**src/sv/dbhsl_pkg.sv**
```systemverilog
// Shared types, constants and the log2 table function for the dB HSL-to-RGB pixel pipe.
package dbhsl_pkg;

  // normalised values are Q0.16 with room for exactly 1.0
  localparam int NORM_BITS = 17;
  localparam int ONE_Q16   = 65536;
  localparam int DB_W      = 16;
  localparam int ROM_W     = 17;
  localparam int MIX_W     = 19;
  localparam int ANGLE_W   = 26;
  localparam int HH_W      = 22;

  // stage counts of each unit
  localparam int DB_LAT   = 6;
  localparam int NORM_LAT = 1 + NORM_BITS;
  localparam int MIX_LAT  = 3;
  localparam int RAMP_LAT = 7;

  // 10*log10(2) in Q.24
  localparam logic signed [26:0] DB_PER_OCTAVE_Q24 = 27'sd50504453;

  // degrees in Q.16
  localparam logic signed [ANGLE_W-1:0] DEG60  = 26'sd3932160;
  localparam logic signed [ANGLE_W-1:0] DEG120 = 26'sd7864320;
  localparam logic signed [ANGLE_W-1:0] DEG180 = 26'sd11796480;
  localparam logic signed [ANGLE_W-1:0] DEG240 = 26'sd15728640;
  localparam logic signed [ANGLE_W-1:0] DEG360 = 26'sd23592960;

  // floor(2^28 / 60): quotient estimate low by at most one
  localparam logic [22:0] RECIP60     = 23'd4473924;
  localparam int          RECIP_SHIFT = 28;

  typedef struct packed {
    logic vld;
    logic pix;
  } ctl_t;

  typedef enum logic [2:0] {
    REG_HUE_LOW    = 3'd0,
    REG_HUE_HIGH   = 3'd1,
    REG_SAT_LOW    = 3'd2,
    REG_SAT_HIGH   = 3'd3,
    REG_LIGHT_LOW  = 3'd4,
    REG_LIGHT_HIGH = 3'd5
  } cfg_reg_t;

  // log2(1 + idx/2^tbits) in Q0.16, bitwise squaring
  function automatic logic [ROM_W-1:0] log2_entry(input int idx, input int tbits);
    logic [63:0]      y;
    logic [ROM_W-1:0] f;
    begin
      f = '0;
      y = (64'd1 << 30) + ((64'(idx) << 30) >> tbits);
      if (idx == (1 << tbits)) begin
        f = ROM_W'(ONE_Q16);
      end else begin
        for (int k = 0; k < 16; k++) begin
          y = (y * y) >> 30;
          f = f << 1;
          if (y >= (64'd2 << 30)) begin
            f[0] = 1'b1;
            y    = y >> 1;
          end
        end
      end
      return f;
    end
  endfunction

endpackage

```
**src/sv/dbhsl_norm.sv**
```systemverilog
// Clamp to the common range and normalise: pipelined restoring divider, one bit a stage.
module dbhsl_norm (
  input  logic                                   clk,
  input  logic                                   rst_n,
  input  dbhsl_pkg::ctl_t                        in_ctl,
  input  logic signed [dbhsl_pkg::DB_W-1:0]      in_db,
  input  logic signed [dbhsl_pkg::DB_W-1:0]      lo,
  input  logic signed [dbhsl_pkg::DB_W-1:0]      hi,
  input  logic [dbhsl_pkg::NORM_BITS-1:0]        span,
  input  logic                                   span_zero,
  output dbhsl_pkg::ctl_t                        out_ctl,
  output logic [dbhsl_pkg::NORM_BITS-1:0]        out_q
);

  localparam int QB = dbhsl_pkg::NORM_BITS;

  logic signed [dbhsl_pkg::DB_W-1:0] clamp_nxt;
  logic [QB-1:0]                     num_r, num_nxt;
  logic                              zero0_r;
  dbhsl_pkg::ctl_t                   ctl0_r;

  always_comb begin
    if (in_db > hi) begin
      clamp_nxt = hi;
    end else if (in_db < lo) begin
      clamp_nxt = lo;
    end else begin
      clamp_nxt = in_db;
    end
    num_nxt = QB'($signed({clamp_nxt[15], clamp_nxt}) - $signed({lo[15], lo}));
  end

  always_ff @(posedge clk) begin
    if (!rst_n) begin
      ctl0_r <= '0;
    end else begin
      ctl0_r <= in_ctl;
    end
  end

  always_ff @(posedge clk) begin
    num_r   <= num_nxt;
    zero0_r <= span_zero;
  end

  logic [QB-1:0]   rem_r  [QB];
  logic [QB-1:0]   quo_r  [QB];
  logic            zero_r [QB];
  dbhsl_pkg::ctl_t ctl_r  [QB];

  // first step yields the integer bit (value equals the span), the rest the fraction
  for (genvar gk = 0; gk < QB; gk++) begin : g_step
    logic [QB-1:0]   trial, rem_nxt, quo_in, quo_nxt;
    logic            bit_q, zero_in;
    dbhsl_pkg::ctl_t ctl_in;

    if (gk == 0) begin : g_first
      assign trial   = num_r;
      assign quo_in  = '0;
      assign zero_in = zero0_r;
      assign ctl_in  = ctl0_r;
    end else begin : g_next
      assign trial   = {rem_r[gk-1][QB-2:0], 1'b0};
      assign quo_in  = quo_r[gk-1];
      assign zero_in = zero_r[gk-1];
      assign ctl_in  = ctl_r[gk-1];
    end

    assign bit_q   = (trial >= span);
    assign rem_nxt = bit_q ? trial - span : trial;

    if (gk == QB - 1) begin : g_last
      assign quo_nxt = zero_in ? '0 : {quo_in[QB-2:0], bit_q};
    end else begin : g_mid
      assign quo_nxt = {quo_in[QB-2:0], bit_q};
    end

    always_ff @(posedge clk) begin
      if (!rst_n) begin
        ctl_r[gk] <= '0;
      end else begin
        ctl_r[gk] <= ctl_in;
      end
    end

    always_ff @(posedge clk) begin
      rem_r[gk]  <= rem_nxt;
      quo_r[gk]  <= quo_nxt;
      zero_r[gk] <= zero_in;
    end
  end

  assign out_ctl = ctl_r[QB-1];
  assign out_q   = quo_r[QB-1];

endmodule

```
**config.mk**
```make
export PLATFORM = sky130hd
export DESIGN_NAME = dbhsl_norm
export DESIGN_NICKNAME = d
export VERILOG_FILES = /design/src/sv/dbhsl_pkg.sv /design/src/sv/dbhsl_norm.sv
export SDC_FILE = /design/constraint.sdc
export NUM_CORES = 1
export LEC_CHECK = 0
export ABC_AREA = 1
export BUFFER_PORTS_ARGS = -buffer_cell sky130_fd_sc_hd__buf_4
export CORE_MARGIN = 10
export CORE_UTILIZATION = 44
export DETAILED_ROUTE_END_ITERATION = 8
export PLACE_DENSITY_LB_ADDON = 0.1
export SLEW_MARGIN = 0
export SYNTH_ARGS = -nofsm -noshare
export SYNTH_HDL_FRONTEND = slang
export SYNTH_SLANG_ARGS = --single-unit
```
**constraint.sdc**
```tcl
create_clock -name clk -period 4.9 [get_ports clk]
set_clock_uncertainty 0.05 [all_clocks]
set_input_delay 0.98 -clock clk [delete_from_list [all_inputs] [get_ports clk]]
set_output_delay 0.98 -clock clk [all_outputs]
set_load 0.01 [all_outputs]
```
Word level (Yosys, flattened, before mapping)
Memories as Yosys holds them, arrays and structs flattened.
Index checks and enable logic that the tools add are counted.
{ "op_classes": {"add_sub_neg": 18, "n_mux": 39, "magnitude_cmp": 19, "bitwise": 17} }
{ "op_table": {"columns": ["cell", "n"], "rows": [
  ["$mux W17", 18],
  ["$ge A17 B17 Y1", 17],
  ["$sub A17 B17 Y17", 17],
  ["$mux W2", 17],
  ["$mux W16", 2],
  ["$or A1 B1 Y1", 17],
  ["$sub A16 B16 Y17", 1],
  ["$gt A16 B16 Y1", 1],
  ["$lt A16 B16 Y1", 1],
  ["$mux W1", 2]
]} }
{ "totals": {"ramBits": 629, "wordCells": 101, "memories": 4, "ff_bits": 20} }
{ "mem_list": {"columns": ["memory", "words", "width", "read_ports", "rd_clocked_by_memory_dff", "write_ports", "line_no", "text"], "rows": [
  ["quo_r", 17, 17, 17, 0, 17, "dbhsl_norm.sv:47", "logic [QB-1:0] quo_r [QB];"],
  ["rem_r", 17, 17, 16, 0, 17, "dbhsl_norm.sv:46", "logic [QB-1:0] rem_r [QB];"],
  ["ctl_r", 17, 2, 17, 0, 17, "dbhsl_norm.sv:49", "dbhsl_pkg::ctl_t ctl_r [QB];"],
  ["zero_r", 17, 1, 16, 0, 17, "dbhsl_norm.sv:48", "logic zero_r [QB];"]
]} }

Longest topological paths before layout
{ "depth": {"depth_word": 4, "mapped_depth": 27, "mapped_depth_nobuf": 26} }

Worst setup path after synthesis
Ideal clock, no wire load.
{ "synth_path": {"path_kind": "input -> register", "startpoint": "in hi[5] (netlist name)", "endpoint": "reg num_r[12] (netlist: g_step[0].trial[12])", "setup_time_ns": 0.120, "path_buffers": 1, "path_slack_ns": 0.981, "required_ns": 4.730, "path_stages": 24, "arrival_ns": 3.749, "path_cell_list": "inv_1 ha_1 a21oi_1 nor2_1 nor3_1 nand2_1 nand2_1 nand3_1 nand3_1 buf_4 nand3_1 nand2_1 ha_1 inv_1 fa_1 nand3_1 nand2_1 nand3_1 nand2_1 nand3_1 nand2_1 nand3_1 nand2_1 xor2_1"} }
{ "synth_via": {"elab_chain_cells": 3} }
{ "synth_rtl": {"columns": ["element", "line_no", "text"], "rows": [
  ["from (decl)", "dbhsl_norm.sv:8", "input logic signed [dbhsl_pkg::DB_W-1:0] hi,"],
  ["$gt A16 B16 Y1", "dbhsl_norm.sv:23", "if (in_db > hi) begin"],
  ["$mux W16 (*)", "dbhsl_norm.sv:23", null],
  ["$sub A16 B16 Y17 (*)", "dbhsl_norm.sv:30", "num_nxt = QB'($signed({clamp_nxt[15], clamp_nxt}) - $signed({lo[15], lo}));"],
  ["via num_nxt[12]", "dbhsl_norm.sv:18", "logic [QB-1:0] num_r, num_nxt;"],
  ["to (signal assigned)", "dbhsl_norm.sv:42", "num_r <= num_nxt;"],
  ["to (decl)", "dbhsl_norm.sv:18", null]
]} }
The timed path passes the listed nets; every way through them passes the cells marked *.
A chain may end at the register's enable or synchronous reset.

Worst setup path in the final report
{ "layout_path": {"startpoint": "in in_db[9] (netlist name)", "endpoint": "reg num_r[9] (netlist: g_step[0].trial[9])"} }
{ "layout_via": {"elab_chain_cells": 4, "elab_cells_between_ends": 5, "cone_classes": "1 x add/sub; 2 x order compare; 2 x mux"} }
{ "layout_rtl": {"columns": ["element", "line_no", "text"], "rows": [
  ["from (decl)", "dbhsl_norm.sv:6", "input logic signed [dbhsl_pkg::DB_W-1:0] in_db,"],
  ["$lt A16 B16 Y1", "dbhsl_norm.sv:25", "end else if (in_db < lo) begin"],
  ["$mux W16", "dbhsl_norm.sv:25", null],
  ["$mux W16 (*)", "dbhsl_norm.sv:23", null],
  ["$sub A16 B16 Y17 (*)", "dbhsl_norm.sv:30", null],
  ["via num_nxt[9]", "dbhsl_norm.sv:18", null]
]} }
Marked as above.

==> metrics.csv <==
metric,value,unit
period utilization,79.2,%
CP top delay family,compound AO/OA/AOI/OAI gates,
HP Class,flop to flop,
ANT nets after route,0,
max-slew violations,0,
reg-to-reg startpoint,rem_r[0][69],
WP data arrival,4360,ps
total track usage,20.4,%
CTS root buffer,clkbuf_16,
# IOs,89,
Register-to-Register Path Depth,9,
largest net degree at the start of global routing,37,
drt drc,0,
CP Launch Type,input port,
ys async rst share,0,%
DRT iter0 DRCs,1500,
Synth area leaders,"dfxtp_1 33%, ha_1 14%, nand2_1 14%",
Clk network pwr share,18.9,%
Syn Std Cell Area,29100,µm²
sequential share of the synthesized area,32.9,%
sequential fraction of design power,28.0,%
P_int,13.2,mW
Synth cell types,44,
Final Cell Area,32800,µm²
first-pass GRT wire length,128,mm
# Post-CTS Setup Buffers,0,
CP endpoint kind,flop,
row cnt,94,
Mean Syn Cell Area,7.64,µm²
register bit total from synthesis,479,
die width,277,µm
hold path start,quo_r[0][107],
wire per inst,16.8,µm
Worst slew margin,40.8,%
post-synth top area share,32.9,%
Post-CTS Hold Fix Bufs,0,
vias in the first global route,23700,
TNS Setup,0,ps
nets@finish,4352,
clock transition at the registers of the reported paths,60,ps
WP buf/inv,3,
WHS Endpoint,quo_r[0][125],
crit path cell chain,buf_4 -> ha_1 -> nand2_1 -> inv_1 -> o21ai_0 -> a21oi_1 -> nor2_1 -> nand2_1 -> nand2_1 -> nand3_1 -> buf_4 -> nand3_1 -> nand2_1 -> ha_1 -> a21oi_1 -> nand2_1 -> a21boi_0 -> o21ai_0 -> a21oi_1 -> xnor2_1,
Clock Sinks,479,
status,finished clean,
reg2reg setup slack,2410,ps
clock buffer depth,3,
Port Buffer Count,88,
CP Max Fanout,16,
Area Overhead vs Synth,12.4,%
endpoints failing setup,0,
max frequency,0.258,GHz
Final Routed Wirelength,81.4,mm
syn_nets,4236,
H-Tree Depth,2,
Reg-to-Reg End,rem_r[0][97],
die span in y,277,µm
Yosys top cell by area,dfxtp_1,
final RePlAce weighted congestion,0.892,
die area,76900,µm²
CTS tree,done,
Starting Density,44.3,%
Tmin final,3880,ps
Critical Path RT,5380,ps
Leak,16.9,nW
CP Class,input port to flop,
WHS Path Cells,0,
Comb pwr share,53.1,%
sum of net half-perimeters after detailed placement,60.2,mm
pwr/cell area,724,nW/µm²
CP most frequent cell,nand2_1,
Core Region,65700,µm²
switching share of power,44.3,%
"Clk Latency, worst-skew pair",620,ps
total grt overflow,0,
Mapped Cells,3814,
CTS Buf Count,54,
post-layout util,49.8,%
VDD IR max,358,µV
DP Area,30700,µm²
number of flops mapped to enable cells by yosys,0,
DRT Pass-1 Iters,7,
critical path's slowest cell,nand2_1,
PostCTS Resize Cnt,0,
Power Total,23.7,mW
synth warn,0,
"Largest stage delay, worst path",360,ps
Synth top cells by count,"1068 x nand2_1, 479 x dfxtp_1, 366 x inv_1, 335 x ha_1, 330 x nand3_1",
"Hold Vio Cnt, Final",0,
Vias per Instance,5.10,
ys flop type,dfxtp_1,
initial antenna violation count,1,
transition time of the tightest slew-check pin,885,ps
top-count cell post-synth,nand2_1,
Sw Pwr,10.5,mW
MaxCap Viol Count,0,
unrepaired setup endpoints after global routing,no,
proportion of layout cells with a drive suffix above 1,8.48,%
ANT cells,0,
via count,24700,
## flip-flops by register name, indices dropped and copies added, names as in the netlist
register	cells
ctl0_r	2
ctl_r	34
g_step.trial	17
g_step.zero_in	1
quo_r	153
rem_r	256
zero_r	16
## worst max-delay path by stage
stage                     slack [ps]  cells after the start      from                   to
after floorplan                  980                     24     hi[5]  g_step[0].trial[12]
after detailed placement         470                     20  in_db[9]   g_step[0].trial[9]
final                           1020                     20  in_db[9]   g_step[0].trial[9]
after CTS                       1080                     20  in_db[9]   g_step[0].trial[9]
after global routing             690                     20  in_db[9]   g_step[0].trial[9]
after global placement           560                     23  in_db[9]  g_step[0].trial[12]
## power groups by stage
stage | registers, mW | logic, mW | clock network [mW]
after floorplan | 6.31 | 9.98 | 0
after global placement | 6.73 | 12.5 | 0
after detailed placement | 6.72 | 12.5 | 0
after CTS | 6.66 | 12.6 | 4.60
after global routing | 6.81 | 14.3 | 4.76
final | 6.64 | 12.6 | 4.47
## worst reg2reg max path: cells and delay by family, from the launching register on
family          cells  cell delay (ps)
fa+ha+maj           1              380
simple gates        3              340
buf+inv             1              350
compound gates      4              890
flops               1              320
## per-stage QoR
| stage | worst slack [ps] | hold WS [ps] | std cells |
|---|---|---|---|
| global route | 692 | 265 | 4840 |
| floorplan | 981 | 260 | 3814 |
| CTS | 1080 | 256 | 4840 |
| detailed placement | 470 | 262 | 4738 |
| finish | 1020 | 261 | 4840 |
| global placement | 559 | 260 | 4738 |
## cell families after synthesis
| logic type | count (synthesis) | share of synthesized area, % |
|---|---|---|
| simple gates | 1712 | 25.6 |
| compound gates | 611 | 12.9 |
| flops | 479 | 32.9 |
| buf+inv | 437 | 6.38 |
| fa+ha+maj | 352 | 15.6 |
| xor+xnor | 223 | 6.70 |
## cells in the final DEF, fill, tap and decap left out, types with 13 or more instances in the layout
master,count
nand2_1,1068
ha_1,335
o21ai_1,26
nand3_1,330
xnor2_1,78
o21ai_2,18
o21ai_0,156
dfxtp_1,479
clkbuf_16,55
o21bai_1,18
nor3_1,17
nand4_1,46
nand2_2,22
buf_4,123
a31oi_1,24
nor2_1,174
inv_1,366
nand3_2,14
a21oi_1,262
a21o_1,33
nand2_4,13
a21boi_0,33
fa_1,17
xor2_1,145
## metal layers
layer	wire length, µm	vias up	GRT usage [%]
met2	37500	472	34.2
met3	4080	125	3.63
met4	2290	2	6.08
met1	37500	11200	26.3
met5	13	-	0
li1	-	12900	-
## cell type report
| type | instances | area [µm²] |
|---|---|---|
| well taps | 864 | 1080 |
| flip-flops and latches | 479 | 9590 |
| multi-input cells | 2898 | 17700 |
| clock buffers | 65 | 1450 |
| fillers | 6614 | 33000 |
| repair buffers | 126 | 983 |
| clock inverters | 37 | 558 |
| inverters | 371 | 1400 |
Note: power is estimated with default switching activity, not from simulation.
