File: src/sv/dbhsl_pkg.sv
// Shared types, constants and the log2 table function for the dB HSL-to-RGB pixel pipe.
package dbhsl_pkg;

  // normalised values are Q0.16 with room for exactly 1.0
  localparam int NORM_BITS = 17;
  localparam int ONE_Q16   = 65536;
  localparam int DB_W      = 16;
  localparam int ROM_W     = 17;
  localparam int MIX_W     = 19;
  localparam int ANGLE_W   = 26;
  localparam int HH_W      = 22;

  // stage counts of each unit
  localparam int DB_LAT   = 6;
  localparam int NORM_LAT = 1 + NORM_BITS;
  localparam int MIX_LAT  = 3;
  localparam int RAMP_LAT = 7;

  // 10*log10(2) in Q.24
  localparam logic signed [26:0] DB_PER_OCTAVE_Q24 = 27'sd50504453;

  // degrees in Q.16
  localparam logic signed [ANGLE_W-1:0] DEG60  = 26'sd3932160;
  localparam logic signed [ANGLE_W-1:0] DEG120 = 26'sd7864320;
  localparam logic signed [ANGLE_W-1:0] DEG180 = 26'sd11796480;
  localparam logic signed [ANGLE_W-1:0] DEG240 = 26'sd15728640;
  localparam logic signed [ANGLE_W-1:0] DEG360 = 26'sd23592960;

  // floor(2^28 / 60): quotient estimate low by at most one
  localparam logic [22:0] RECIP60     = 23'd4473924;
  localparam int          RECIP_SHIFT = 28;

  typedef struct packed {
    logic vld;
    logic pix;
  } ctl_t;

  typedef enum logic [2:0] {
    REG_HUE_LOW    = 3'd0,
    REG_HUE_HIGH   = 3'd1,
    REG_SAT_LOW    = 3'd2,
    REG_SAT_HIGH   = 3'd3,
    REG_LIGHT_LOW  = 3'd4,
    REG_LIGHT_HIGH = 3'd5
  } cfg_reg_t;

  // log2(1 + idx/2^tbits) in Q0.16, bitwise squaring
  function automatic logic [ROM_W-1:0] log2_entry(input int idx, input int tbits);
    logic [63:0]      y;
    logic [ROM_W-1:0] f;
    begin
      f = '0;
      y = (64'd1 << 30) + ((64'(idx) << 30) >> tbits);
      if (idx == (1 << tbits)) begin
        f = ROM_W'(ONE_Q16);
      end else begin
        for (int k = 0; k < 16; k++) begin
          y = (y * y) >> 30;
          f = f << 1;
          if (y >= (64'd2 << 30)) begin
            f[0] = 1'b1;
            y    = y >> 1;
          end
        end
      end
      return f;
    end
  endfunction

endpackage

File: src/sv/dbhsl_ramp.sv
// One colour channel: hue wrap, segment pick, ramp by 1/60 degree, clip and 8-bit floor.
module dbhsl_ramp (
  input  logic                                   clk,
  input  logic                                   rst_n,
  input  dbhsl_pkg::ctl_t                        in_ctl,
  input  logic signed [dbhsl_pkg::ANGLE_W-1:0]   in_angle,
  input  logic signed [dbhsl_pkg::MIX_W-1:0]     in_m1,
  input  logic signed [dbhsl_pkg::MIX_W-1:0]     in_m2,
  input  logic [dbhsl_pkg::NORM_BITS-1:0]        in_d,
  input  logic [dbhsl_pkg::NORM_BITS-1:0]        in_light,
  input  logic                                   in_grey,
  output dbhsl_pkg::ctl_t                        out_ctl,
  output logic [7:0]                             out_level
);

  localparam int AW = dbhsl_pkg::ANGLE_W;
  localparam int MW = dbhsl_pkg::MIX_W;
  localparam int NB = dbhsl_pkg::NORM_BITS;
  localparam int HW = dbhsl_pkg::HH_W;

  typedef enum logic [1:0] {SEG_RISE, SEG_HIGH, SEG_FALL, SEG_LOW} seg_t;

  typedef struct packed {
    logic signed [MW-1:0] m1;
    logic signed [MW-1:0] m2;
    logic [NB-1:0]        light;
    logic                 grey;
  } mix_t;

  dbhsl_pkg::ctl_t ctl1_r, ctl2_r, ctl3_r, ctl4_r, ctl5_r, ctl6_r, ctl7_r;
  mix_t            mix1_r, mix2_r, mix3_r, mix4_r, mix5_r;

  // stage 1: wrap into 0..360 degrees
  logic signed [AW-1:0] ang1_r, ang_nxt;
  logic [NB-1:0]        d1_r, d2_r;

  always_comb begin
    if (in_angle > dbhsl_pkg::DEG360) begin
      ang_nxt = in_angle - dbhsl_pkg::DEG360;
    end else if (in_angle < 0) begin
      ang_nxt = in_angle + dbhsl_pkg::DEG360;
    end else begin
      ang_nxt = in_angle;
    end
  end

  // stage 2: segment and ramp offset
  seg_t                 seg2_r, seg3_r, seg4_r, seg5_r, seg_nxt;
  logic [HW-1:0]        hh2_r, hh_nxt;
  logic signed [AW-1:0] fall_off;

  always_comb begin
    fall_off = dbhsl_pkg::DEG240 - ang1_r;
    hh_nxt   = '0;
    if (ang1_r < dbhsl_pkg::DEG60) begin
      seg_nxt = SEG_RISE;
      hh_nxt  = ang1_r[HW-1:0];
    end else if (ang1_r < dbhsl_pkg::DEG180) begin
      seg_nxt = SEG_HIGH;
    end else if (ang1_r < dbhsl_pkg::DEG240) begin
      seg_nxt = SEG_FALL;
      hh_nxt  = fall_off[HW-1:0];
    end else begin
      seg_nxt = SEG_LOW;
    end
  end

  // stage 3: span times offset
  logic [NB+HW-1:0] prod3_r;

  // stage 4: drop 2^16, multiply by the reciprocal of 60
  logic [HW-1:0]    y_nxt, y4_r;
  logic [HW+22:0]   qp4_r;

  assign y_nxt = prod3_r[HW+15:16];

  // stage 5: one correction step
  logic [NB-1:0]    qe, q5_r, q_nxt;
  logic [HW:0]      rem_q;

  always_comb begin
    qe    = qp4_r[dbhsl_pkg::RECIP_SHIFT +: NB];
    rem_q = {1'b0, y4_r} - ((HW + 1)'(qe) * (HW + 1)'(60));
    q_nxt = (rem_q >= (HW + 1)'(60)) ? qe + 1'b1 : qe;
  end

  // stage 6: colour value
  logic signed [MW-1:0] v6_r, v_nxt;

  always_comb begin
    case (seg5_r)
      SEG_RISE, SEG_FALL: v_nxt = mix5_r.m1 + $signed({2'b0, q5_r});
      SEG_HIGH:           v_nxt = mix5_r.m2;
      SEG_LOW:            v_nxt = mix5_r.m1;
      default:            v_nxt = mix5_r.m1;
    endcase
    if (mix5_r.grey) v_nxt = $signed({2'b0, mix5_r.light});
  end

  // stage 7: clip to 0..1 and take floor(255 * v); a masked pixel gives 0
  logic [NB-1:0]   clip;
  logic [NB+7:0]   scaled;
  logic [7:0]      level7_r, level_nxt;

  always_comb begin
    if (v6_r < 0) begin
      clip = '0;
    end else if (v6_r > MW'(dbhsl_pkg::ONE_Q16)) begin
      clip = NB'(dbhsl_pkg::ONE_Q16);
    end else begin
      clip = v6_r[NB-1:0];
    end
    scaled    = {clip, 8'b0} - {8'b0, clip};
    level_nxt = ctl6_r.pix ? scaled[23:16] : 8'd0;
  end

  always_ff @(posedge clk) begin
    if (!rst_n) begin
      ctl1_r <= '0;
      ctl2_r <= '0;
      ctl3_r <= '0;
      ctl4_r <= '0;
      ctl5_r <= '0;
      ctl6_r <= '0;
      ctl7_r <= '0;
    end else begin
      ctl1_r <= in_ctl;
      ctl2_r <= ctl1_r;
      ctl3_r <= ctl2_r;
      ctl4_r <= ctl3_r;
      ctl5_r <= ctl4_r;
      ctl6_r <= ctl5_r;
      ctl7_r <= ctl6_r;
    end
  end

  always_ff @(posedge clk) begin
    ang1_r   <= ang_nxt;
    d1_r     <= in_d;
    mix1_r   <= '{m1: in_m1, m2: in_m2, light: in_light, grey: in_grey};

    seg2_r   <= seg_nxt;
    hh2_r    <= hh_nxt;
    d2_r     <= d1_r;
    mix2_r   <= mix1_r;

    prod3_r  <= d2_r * hh2_r;
    seg3_r   <= seg2_r;
    mix3_r   <= mix2_r;

    y4_r     <= y_nxt;
    qp4_r    <= y_nxt * dbhsl_pkg::RECIP60;
    seg4_r   <= seg3_r;
    mix4_r   <= mix3_r;

    q5_r     <= q_nxt;
    seg5_r   <= seg4_r;
    mix5_r   <= mix4_r;

    v6_r     <= v_nxt;
    level7_r <= level_nxt;
  end

  assign out_ctl   = ctl7_r;
  assign out_level = level7_r;

endmodule

File: config.mk
export PLATFORM = sky130hd
export DESIGN_NAME = dbhsl_ramp
export DESIGN_NICKNAME = d
export VERILOG_FILES = /design/src/sv/dbhsl_pkg.sv /design/src/sv/dbhsl_ramp.sv
export SDC_FILE = /design/constraint.sdc
export NUM_CORES = 2
export LEC_CHECK = 0
export BUFFER_PORTS_ARGS = -buffer_cell sky130_fd_sc_hd__buf_2
export CAP_MARGIN = 0
export CORE_MARGIN = 3
export CORE_UTILIZATION = 45
export CTS_CLUSTER_SIZE = 40
export DETAILED_ROUTE_END_ITERATION = 12
export PLACE_DENSITY = 0.62
export SLEW_MARGIN = 10
export SYNTH_ARGS = -nofsm -noshare
export SYNTH_HDL_FRONTEND = slang
export SYNTH_SLANG_ARGS = --single-unit
File: constraint.sdc
create_clock -name clk -period 9.55 [get_ports clk]
set_input_delay 1.91 -clock clk [delete_from_list [all_inputs] [get_ports clk]]
set_output_delay 1.91 -clock clk [all_outputs]
set_load 0.05 [all_outputs]
After elaboration in Yosys (flattened, before gate mapping):

Cells that the tools add are included.

* word-level logic and storage cells: 86
* memories: 0
* ROM bits: 0
* RAM bits: 0
* input port bits: 103
* bits in latches: 0
* output and inout bits: 10
* register bits: 531

* equal/unequal tests: 3
* add/sub/neg operators: 7
* shift operators: 0
* reduce and logical (&&, ||, !) cells: 3
* div/mod/pow operators: 0
* mux-type cells: 12
* bitwise gates (word level): 0
* $lt $le $gt $ge: 8
* $mul: 3

Operators by type and width (count)
* two-way mux 17 bit: 4
* two-way mux 22 bit: 3
* one-hot mux 19 bit (3 select lines): 1
* less-than comparator 26 x 25 -> 1 bit (second input constant): 2
* two-way mux 26 bit: 2
* multiplier 22 x 21 -> 43 bit (second input constant): 1
* multiplier 17 x 22 -> 38 bit: 1
* adder 26 bit (second input constant): 1
* greater-than comparator 26 bit (second input constant): 1
* less-than comparator 26 x 1 -> 1 bit (second input constant): 1
* less-than comparator 26 x 23 -> 1 bit (second input constant): 1
* subtractor 26 bit (second input constant): 1
* subtractor 24 x 17 -> 24 bit: 1
* greater-or-equal comparator 23 x 6 -> 1 bit (second input constant): 1
* subtractor 22 x 23 -> 23 bit: 1
* subtractor 21 x 22 -> 22 bit (first input constant): 1
* multiplier 17 x 4 -> 21 bit (second input constant): 1
* adder 19 x 18 -> 19 bit: 1
* greater-than comparator 19 x 18 -> 1 bit (second input constant): 1
* less-than comparator 19 x 1 -> 1 bit (second input constant): 1
* adder 17 x 1 -> 17 bit (second input constant): 1
* == test 2 bit (second input constant): 2
* OR reduction 2 bit: 2
* == test 2 x 1 -> 1 bit (second input constant): 1
* 2 further kinds: 3

Logic depth before layout (Yosys ltp):

* depth in word-level cells: 4
* mapped depth: 28
* gate-level depth less buffers: 26

Least setup slack after synthesis:

No wires, ideal clock.

* path kind: register to register
* start: reg hh2_r[13]
* end: reg prod3_r[37]
* period minus slack after synthesis: 6.220 ns
* stages on the path, launching flop included: 25
* library setup time: 0.072 ns
* data required time: 9.478 ns
* path buffers: 1
* arrival: 6.148 ns
* slack: 3.330 ns
* cell sequence: dfxtp_1 clkbuf_1 nand2_1 fa_1 inv_1 fa_1 inv_1 fa_1 inv_1 fa_1 inv_1 fa_1 inv_1 fa_1 ha_1 a21o_1 a21oi_1 inv_1 o41ai_1 a31oi_1 a32oi_1 o31ai_1 and2_1 o41ai_1 xnor2_1

* cells in the longest elaborated chain, start to end: 1

Ends and longest elaborated chain
* start, declared: RTL line dbhsl_ramp.sv:49 `logic [HW-1:0] hh2_r, hh_nxt;`
* start signal, assigned: RTL line dbhsl_ramp.sv:143 `hh2_r <= hh_nxt;`
* multiplier 17 x 22 -> 38 bit: RTL line dbhsl_ramp.sv:147 `prod3_r <= d2_r * hh2_r;`
* end signal, assigned: RTL line dbhsl_ramp.sv:147
* end, declared: RTL line dbhsl_ramp.sv:69 `logic [NB+HW-1:0] prod3_r;`

Every way passes these cells.
A chain may end at the register's enable or synchronous reset.

Final worst setup path:

* start: reg d2_r[5]
* end: reg prod3_r[36]

* cells in the longest elaborated chain, start to end: 1

Ends and longest elaborated chain
* start, declared: RTL line dbhsl_ramp.sv:35 `logic [NB-1:0] d1_r, d2_r;`
* start signal, assigned: RTL line dbhsl_ramp.sv:144 `d2_r <= d1_r;`
* multiplier 17 x 22 -> 38 bit: RTL line dbhsl_ramp.sv:147

Every way passes these cells.

==> flow_metrics.py <==
metrics = {
    "detailed_routing": {
        "topRoutingLayerUsed": "met4",
        "drt-pass1-iter-count": 7,
        "drtAntennaViolNets": 0,
        "drc_errors": 0,
        "wl_met3_microns": 3020,
        "drt_iter0_drc": 992,
        "vias": 20800,
        "wirelength_microns": 69800,
        "via_per_inst": 5.05,
        "wl_met1_microns": 30200,
        "met2WireLength_microns": 34600,
        "wl_per_cell_microns": 16.9,
    },
    "timing": {
        "slew_violations": 0,
        "worst_slew_pin_slew_ns": 0.954,
        "timing.final.ws_setup_ns": 2.12,
        "finalHoldViolCount": 0,
        "slew_headroom_pct": 36.3,
        "setup_viol": 0,
        "finClkSkew_ns": 0.0192,
        "rsz0062_at_grt": "false",
        "min_period_over_period_pct": 77.8,
        "fmax_ghz": 0.135,
        "setup_tns_ns": 0,
        "period_minus_slack_ns": 7.43,
        "hold-worst-slack_ns": 0.311,
    },
    "critical_path": {
        "cp.required_ns": 10.01,
        "cpPeakStageDelay_ns": 0.85,
        "reg2reg_slack_ns": 2.12,
        "critical_path_arrival_ns": 7.89,
        "path_cells": "nand2_1 -> fa_1 -> inv_1 -> fa_1 -> inv_1 -> fa_1 -> inv_1 -> fa_1 -> inv_1 -> fa_1 -> inv_1 -> fa_1 -> ha_1 -> nand4_1 -> a211oi_1 -> o41ai_1 -> a31oi_1 -> a32oi_1 -> o31ai_1 -> and2_1 -> o22ai_1 -> xnor2_1",
        "crit_type": "flop to flop",
        "worst_setup_path_start_kind": "flop",
        "worst_setup_path_end_kind": "flop",
        "worst-path-stages": 22,
        "cpLargestDelayFamily": "adder cells",
        "slowest_stage": "dfxtp_1",
        "critPathBufInv": 5,
        "reg2regPathDepth": 22,
        "crit_fanout": 22,
        "cpMostUsedCell": "fa_1",
    },
    "global_route": {
        "grt_pass1_wl_microns": 115000,
        "grt_pass1_vias": 22400,
        "grt-ovfl-total": 0,
        "grt.total_usage_pct": 19.5,
        "grt_max_degree": 24,
        "antenna_found_initial": 0,
    },
    "worst_hold_path": {
        "hold_path_class": "flop to flop",
        "whs_path_depth": 0,
    },
    "run_status": {
        "status": "completed",
    },
    "clocking": {
        "clk_pin_slew_ns": 0.07,
        "htree_levels": 2,
        "clock_sinks": 487,
        "cts_setup_buffers": 0,
        "cts_hold_buffers": 0,
        "cts_root_buf": "clkbuf_16",
        "cts_buffers": 48,
        "cts_buffer_depth": 3,
        "clock_latency_ns": 0.58,
        "cts_tree": "done",
        "cts_resized": 0,
    },
    "floorplanning": {
        "dieArea_sq_mm": 0.0727,
        "core_area_sq_mm": 0.0680,
        "fp.dieH_microns": 270,
        "rows": 95,
        "ios": 113,
        "die_w_microns": 270,
        "initial_core_util_pct": 46.0,
    },
    "synthesis": {
        "ys_types": 76,
        "synthFlopType": "dfxtp_1",
        "ys_seq_area_share_pct": 31.2,
        "ys_ff_latch": 487,
        "synth_nets": 3913,
        "postSynthCellCount": 3083,
        "avgSynthCellArea_sq_um": 10.1,
        "synth-edff-count": 0,
        "yosys_warnings": 0,
        "synth_area_sq_mm": 0.0313,
        "synthArstFlopShare_pct": 0,
    },
    "placement": {
        "gp_congestion": 0.892,
        "dp_hpwl_microns": 56300,
        "pre_cts_ws_ns": 2.11,
        "portBuffers": 112,
        "placed_cell_area_sq_mm": 0.0327,
    },
    "final_layout": {
        "fill_cells": 6235,
        "finish.instance_area_sq_mm": 0.0344,
        "num-nets-final": 3996,
        "syn2layout_area_growth_pct": 9.94,
        "diodes": 0,
        "drive_above_1_share_pct": 6.68,
    },
    "job": {
        "cap_violations": 0,
    },
}
## routing by layer
| layer | vias to the layer above | global-route usage (%) |
|---|---|---|
| li1 | 10000 | - |
| met1 | 10200 | 25.1 |
| met2 | 477 | 34.6 |
| met3 | 105 | 2.50 |
| met4 | 0 | 5.54 |
| met5 | - | 0 |
## flip-flops by register name, summed over array words and instances (netlist names), 22 cells and up
name,cells
mix3_r,56
hh2_r,22
mix5_r,56
mix1_r,56
ang1_r,26
mix2_r,56
mix4_r,56
prod3_r,22
## cells by family after synthesis
logic type	after synthesis	share of synthesized area, %
AOI/OAI and AO/OA	372	7.77
xor gates and xnor gates	91	2.55
adders and majority gates	727	38.3
buffers and inverters	605	7.28
DFF	487	31.2
muxes	24	0.781
and+or+nand+nor	777	12.2
## cells in the final DEF (no fill, tap or decap), drive strengths merged, types with 9 or more instances in the layout
master,n
clkinv,9
or3,10
clkbuf,67
o211ai,9
nor2,81
xnor2,63
a21oi,88
fa,381
a21o,41
nor4,17
and3,14
nor2b,26
nand4,18
o31ai,12
nand2,351
nand3,30
ha,346
o21bai,10
o21ai,89
buf,115
nor3,30
xor2,28
nand2b,15
and2,150
inv,527
a31oi,14
dfxtp,487
o21a,20
mux2i,21
a211oi,21
## cells in the mapped netlist, drive strengths merged (30+ instances only)
cell type / number / area share (%)
a21o: 41 / 0.98
a21oi: 88 / 1.4
and2: 150 / 3.0
clkbuf: 80 / 0.96
dfxtp: 487 / 31
fa: 381 / 24
ha: 346 / 14
inv: 522 / 6.3
nand2: 351 / 4.2
nand3: 30 / 0.48
nor2: 81 / 0.97
nor3: 30 / 0.48
o21ai: 89 / 1.4
xnor2: 63 / 1.8
## path summary, 6_finish.rpt
check,startpoint,endpoint
worst max-delay path,d2_r[5],prod3_r[36]
worst max register to register,d2_r[5],prod3_r[36]
worst min register to register,mix3_r[19],mix4_r[19]
worst min-delay path,mix3_r[19],mix4_r[19]
## through the flow
stage	util, %	instances
6_report	50.5	4125
5_1_grt	50.5	4125
4_1_cts	50.5	4125
3_5_place_dp	48.1	4037
3_3_place_gp	48.1	4037
2_1_floorplan	-	3083
## cell type report
class	instances	area [sq um]	share of cell area, %
flip-flops and latches	487	9750	28.4
well taps	921	1150	3.35
multi-input cells	1991	19200	56.0
repair buffers	115	583	1.70
clock buffers	67	1340	3.91
clock inverters	21	327	0.950
inverters	523	1960	5.71
Power is not shown: default switching activity piles up to over one toggle a cycle in this logic, so the estimate is an artifact.
